File: src/rtl/gpg_pkg.sv
`timescale 1ns / 1ps
`default_nettype none
// ----------------------------------------------------------------------------
// gpg_pkg
// Shared widths, codes and controller/datapath interface types for the
// GFSR pentanomial word generator.
// ----------------------------------------------------------------------------
package gpg_pkg;

   // default sizing, handed down as top level parameters
   localparam int MAX_LAG_DEFAULT   = 1024;
   localparam int WORD_BITS_DEFAULT = 32;

   // fixed field widths
   localparam int OPERATION_BITS  = 1;
   localparam int SEED_INDEX_BITS = 10;
   localparam int SEED_WORD_BITS  = 32;
   localparam int RSP_WORD_BITS   = 32;
   localparam int LONG_LAG_BITS   = 11;
   localparam int LAG_BITS        = 10;
   localparam int DEC_BITS        = 7;
   localparam int CSR_INDEX_BITS  = 3;
   localparam int CSR_DATA_BITS   = 11;

   localparam int MAX_DECIMATION = 64;

   // register reset values
   localparam logic [LONG_LAG_BITS-1:0] LONG_LAG_RESET   = 11'd521;
   localparam logic [LAG_BITS-1:0]      SECOND_LAG_RESET = 10'd3;
   localparam logic [LAG_BITS-1:0]      THIRD_LAG_RESET  = 10'd2;
   localparam logic [LAG_BITS-1:0]      FOURTH_LAG_RESET = 10'd1;
   localparam logic [DEC_BITS-1:0]      DECIMATION_RESET = 7'd1;

   // operation codes
   localparam logic [OPERATION_BITS-1:0] OP_LOAD = 1'b0;
   localparam logic [OPERATION_BITS-1:0] OP_STEP = 1'b1;

   // register indexes
   typedef enum logic [CSR_INDEX_BITS-1:0] {
      REG_LONG_LAG   = 3'd0,
      REG_SECOND_LAG = 3'd1,
      REG_THIRD_LAG  = 3'd2,
      REG_FOURTH_LAG = 3'd3,
      REG_DECIMATION = 3'd4
   } gpg_reg_type;

   // ring taps: oldest word and the three shorter lags
   typedef enum logic [1:0] {
      TAP_OLDEST = 2'd0,
      TAP_Q      = 2'd1,
      TAP_R      = 2'd2,
      TAP_S      = 2'd3
   } gpg_tap_type;

   typedef struct packed {
      logic        seed_wr;
      logic        mod_load;
      logic        mod_step;
      logic        mod_store;
      gpg_tap_type lag_sel;
      logic        step_start;
      logic        rd_en;
      gpg_tap_type rd_sel;
      logic        acc_load;
      logic        acc_xor;
      logic        word_wr;
      logic        out_load;
   } gpg_cmd_type;

   typedef struct packed {
      logic mod_done;
      logic last_word;
   } gpg_status_type;

endpackage
`default_nettype wire

File: src/rtl/gpg_controller.sv
`timescale 1ns / 1ps
`default_nettype none
// ----------------------------------------------------------------------------
// gpg_controller
// Sequencer for seed loads, lag reduction and the per-word read/xor/write
// cycle; owns the request and response handshakes.
// ----------------------------------------------------------------------------
module gpg_controller (
   input  wire                                clock,
   input  wire                                reset,
   input  wire                                req_valid,
   input  wire [gpg_pkg::OPERATION_BITS-1:0]  req_operation,
   output logic                               req_ready,
   output logic                               rsp_valid,
   input  wire                                rsp_ready,
   input  wire                                csr_valid,
   input  wire [gpg_pkg::CSR_INDEX_BITS-1:0]  csr_index,
   output gpg_pkg::gpg_cmd_type               cmd,
   input  gpg_pkg::gpg_status_type            status
);
   import gpg_pkg::*;

   typedef enum logic [3:0] {
      ST_IDLE,
      ST_MOD_INIT,
      ST_MOD_RUN,
      ST_START,
      ST_RD_OLD,
      ST_RD_Q,
      ST_RD_R,
      ST_RD_S,
      ST_WRITE,
      ST_OUT
   } state_type;

   state_type   state_ff;
   gpg_tap_type lag_sel_ff;
   logic        lags_ok_ff;
   logic        rsp_valid_ff;
   logic        lag_write;
   logic        out_free;

   assign lag_write = csr_valid && (csr_index == REG_LONG_LAG ||
                                    csr_index == REG_SECOND_LAG ||
                                    csr_index == REG_THIRD_LAG ||
                                    csr_index == REG_FOURTH_LAG);
   assign out_free  = !rsp_valid_ff || rsp_ready;
   assign req_ready = (state_ff == ST_IDLE);
   assign rsp_valid = rsp_valid_ff;

   always_comb begin
      cmd         = '0;
      cmd.lag_sel = lag_sel_ff;
      cmd.rd_sel  = TAP_OLDEST;
      case (state_ff)
         ST_IDLE:     cmd.seed_wr = req_valid && (req_operation == OP_LOAD);
         ST_MOD_INIT: cmd.mod_load = 1'b1;
         ST_MOD_RUN: begin
            cmd.mod_step  = 1'b1;
            cmd.mod_store = status.mod_done;
         end
         ST_START:    cmd.step_start = 1'b1;
         ST_RD_OLD:   cmd.rd_en = 1'b1;
         ST_RD_Q: begin
            cmd.rd_en    = 1'b1;
            cmd.rd_sel   = TAP_Q;
            cmd.acc_load = 1'b1;
         end
         ST_RD_R: begin
            cmd.rd_en   = 1'b1;
            cmd.rd_sel  = TAP_R;
            cmd.acc_xor = 1'b1;
         end
         ST_RD_S: begin
            cmd.rd_en   = 1'b1;
            cmd.rd_sel  = TAP_S;
            cmd.acc_xor = 1'b1;
         end
         ST_WRITE:    cmd.word_wr = 1'b1;
         ST_OUT:      cmd.out_load = out_free;
         default: ;
      endcase
   end

   always_ff @(posedge clock) begin
      if (reset) begin
         state_ff     <= ST_IDLE;
         lag_sel_ff   <= TAP_Q;
         lags_ok_ff   <= 1'b0;
         rsp_valid_ff <= 1'b0;
      end else begin
         if (cmd.out_load) begin
            rsp_valid_ff <= 1'b1;
         end else if (rsp_ready) begin
            rsp_valid_ff <= 1'b0;
         end
         if (lag_write) begin
            lags_ok_ff <= 1'b0;
         end
         case (state_ff)
            ST_IDLE: begin
               if (req_valid && req_operation == OP_STEP) begin
                  lag_sel_ff <= TAP_Q;
                  state_ff   <= lags_ok_ff ? ST_START : ST_MOD_INIT;
               end
            end
            ST_MOD_INIT: state_ff <= ST_MOD_RUN;
            ST_MOD_RUN: begin
               if (status.mod_done) begin
                  if (lag_sel_ff == TAP_S) begin
                     lags_ok_ff <= 1'b1;
                     state_ff   <= ST_START;
                  end else begin
                     lag_sel_ff <= (lag_sel_ff == TAP_Q) ? TAP_R : TAP_S;
                     state_ff   <= ST_MOD_INIT;
                  end
               end
            end
            ST_START: state_ff <= ST_RD_OLD;
            ST_RD_OLD: state_ff <= ST_RD_Q;
            ST_RD_Q:   state_ff <= ST_RD_R;
            ST_RD_R:   state_ff <= ST_RD_S;
            ST_RD_S:   state_ff <= ST_WRITE;
            ST_WRITE:  state_ff <= status.last_word ? ST_OUT : ST_RD_OLD;
            ST_OUT: begin
               if (out_free) begin
                  state_ff <= ST_IDLE;
               end
            end
            default: state_ff <= ST_IDLE;
         endcase
      end
   end

endmodule
`default_nettype wire

File: config.mk
export PLATFORM = sky130hd
export DESIGN_NAME = gpg_controller
export DESIGN_NICKNAME = d
export VERILOG_FILES = /design/src/rtl/gpg_pkg.sv /design/src/rtl/gpg_controller.sv
export SDC_FILE = /design/constraint.sdc
export NUM_CORES = 1
export LEC_CHECK = 0
export ABC_CLOCK_PERIOD_IN_PS = 4400
export BUFFER_PORTS_ARGS = -buffer_cell sky130_fd_sc_hd__buf_2
export CORE_AREA = 2 2 39 41
export DETAILED_ROUTE_END_ITERATION = 6
export DIE_AREA = 0 0 41 43
export GPL_TIMING_DRIVEN = 0
export PLACE_DENSITY = 0.79
export SLEW_MARGIN = 5
export SYNTH_ARGS = -nofsm -noshare
export SYNTH_HDL_FRONTEND = slang
export SYNTH_SLANG_ARGS = --single-unit
File: constraint.sdc
create_clock -name clock -period 4.4 [get_ports clock]
set_clock_uncertainty 0.2 [all_clocks]
set_input_delay 0.88 -clock clock [delete_from_list [all_inputs] [get_ports clock]]
set_output_delay 0.88 -clock clock [all_outputs]
set_load 0.01 [all_outputs]
==> metrics.md <==
| Metric | Value |
|---|---|
| Final #Nets | 105 |
| DR vias/cell | 5.47 |
| Outcome | finished, final reports clean |
| Initial DRC count | 18 |
| Drt first pass iters | 4 |
| CP max stage cell | or2b_2 |
| CTS tree | done |
| Post-DP Area | a little under 700 µm² |
| Clk pin slew, worst setup/hold paths | approximately 0.050 ns |
| Post-synth EDFFs | 0 |
| # IOs | 27 |
| Syn Inst Count | 66 |
| Worst vdd ir | 0.217 mV |
| Number of synthesized register bits | 8 |
| Setup WS post-layout | 1.77 ns |
| # setup viols final | 0 |
| Seq/Total Area, Yosys | 0.288 |
| Area grow syn2layout | 28.3% |
| Post_cts resized | 0 |
| Vias in the first global route | 525 |
| CP endpoint kind | output port |
| Max-Cap Viols | 0 |
| Total grt overflow | 0 |
| Startpoint Class | input pin |
| Yosys cell types | 34 |
| Worst-Margin Slew | 0.405 ns |
| Setup Crit Path Kind | input pin to output port |
| Final Hold Fails | 0 |
| Post-CTS Hold Fix Bufs | 0 |
| Peak fanout along the critical path | 3 |
| Largest net degree at the start of global routing | 11 |
| Via Count | 591 |
| Initial antenna violation count | 0 |
| Worst path top cell family by delay | simple AND/OR/NAND/NOR gates |
| Synth Cell Area | 557 µm² |
| Design area | approximately 710 µm² |
| Crit-path cells | buf_2 > or2b_2 > and2b_1 > buf_2 |
| Number of buffers created by CTS | 3 |
| Peak Freq | ~380 MHz |
| Fraction of registers with async set/reset | 0 |
| Clk sinks | 8 |
| Dominant synthesized flop cell | dfxtp_1 |
| Detailed Place HPWL | 964 µm |
| CTS Root Cell | clkbuf_4 |
| Power Density | 527 mW/mm² |
| Ys Warns | 0 |
| Period minus WS final | around 2.6 ns |
| Syn Area/Cell | approximately 8.4 µm² |
| WL/cell | around 12 µm |
| Die ar. | 0.00176 mm² |
| Setup WS pre-CTS | 1.76 ns |
| DRC | 0 |
| Setup bufs post-CTS | 0 |
| Slew margin rel. | 0.727 |
| Initial Util | 0.402 |
| RePlAce Congestion | 0.794 |
| Most frequent CP cell | buf_2 |
| Worst Path Buf+Inv | 2 |
| Hold crit path type | flip-flop to flip-flop |
| Port Buf Inserts | 23 |
| Max-slew violations | 0 |
| Post-route setup TNS | 0 ns |
| Data arrival, critical path | around 1.6 ns |
| Crit share post-route | 0.598 |
| Clk_lat worst skew | about 0.26 ns |
| Row count | 14 |
| Commonest non-fill, non-tap cells in the layout | 23 x buf_2, 9 x a21oi_1, 8 x dfxtp_1, 5 x nor2_1 |
| H-tree levels | 1 |
| Core area | roughly 0.0014 mm² |
| Die height | 43 µm |
| GRT Total Usage | 0.179 |
| Worst EP required | 3.32 ns |
| Net Count, Synth | 77 |
| Ant. Diodes | 0 |
| First-pass GRT wire length | 2140 µm |
| Unrepaired setup endpoints after global routing | false |
| Leak | 0.345 nW |
| Die Wd | roughly 41 µm |
| Final ANT Viol Nets | 0 |
| Share of layout cells above drive strength 1 | 0.424 |
| Max incr delay on CP | 0.29 ns |
| DRT Wirelength | 1330 µm |
| Commonest non-fill, non-tap cell in the layout | buf_2 |
| Clock Path Buffers | 2 |
final timing paths:
kind / cells after the start / endpoint / slack, ns / startpoint
max: 4 / cmd[0] / 1.77 / rsp_ready
min: 2 / lags_ok_ff / 0.31 / lags_ok_ff
max reg2reg: 4 / lag_sel_ff[0] / 2.75 / state_ff[1]
min reg2reg: 2 / lags_ok_ff / 0.31 / lags_ok_ff
report_power, final:
group | total, mW | switching, mW | internal [mW]
Sequential | 0.110 | 0.0216 | 0.0880
Clock | 0.0585 | 0.0271 | 0.0314
Combinational | 0.209 | 0.105 | 0.103
Yosys cell counts (all sizes together) (2+ instances only):
cell type	number	area, µm²
o21ai	2	10.0
clkbuf	3	22.5
or2b	2	16.3
a211o	3	27.5
nor2b	2	12.5
inv	2	7.51
buf	3	26.3
and3b	2	17.5
and2b	4	33.8
nor4b	2	32.5
nor4	2	12.5
nand4b	2	17.5
a31oi	2	12.5
nor2	5	18.8
dfxtp	8	160
and2	3	20.0
nand2	2	7.51
a21oi	9	45.0
layout make-up:
| cell class | instances | area (µm²) |
|---|---|---|
| repair buffers | 23 | 115 |
| multi-input cells | 50 | 340 |
| flip-flops and latches | 8 | 160 |
| fillers | 146 | 669 |
| plain buffers | 6 | 48.8 |
| clock buffers | 3 | 22.5 |
| inverters | 2 | 7.51 |
| well taps | 16 | 20.0 |
routing by layer:
layer  vias up  share of wire  global-route usage
met5         -              0                   0
li1        293              -                   -
met1       268           0.41               0.218
met4         0          0.029               0.133
met2        25           0.49               0.266
met3         5          0.069              0.0314
logic make-up after synthesis:
family | share of synthesized area
AOI/OAI and AO/OA | 0.202
and+or+nand+nor | 0.409
DFF | 0.288
buffers and inverters | 0.101
metrics by stage:
| stage | hold WS (ns) | power, mW | utilization | cells |
|---|---|---|---|---|
| 6_report | 0.313 | 0.377 | 0.516 | 108 |
| 5_1_grt | 0.356 | 0.406 | 0.516 | 108 |
| 4_1_cts | 0.307 | 0.376 | 0.516 | 108 |
| 3_5_place_dp | 0.284 | 0.319 | 0.500 | 105 |
| 3_3_place_gp | 0.273 | 0.315 | 0.500 | 105 |
| 2_1_floorplan | 0.254 | 0.260 | - | 66 |
sequential cells by signal, summed over array words and instances, names as in the netlist:
signal / cells
state_ff: 4
lag_sel_ff: 2
lags_ok_ff: 1
rsp_valid: 1
worst min-delay path, stage by stage (launching register included):
cell	delay (ns)
dfxtp_1	0.31
o21ai_0	0.08
a21oi_1	0.07
Power figures use the tool's default switching activity.
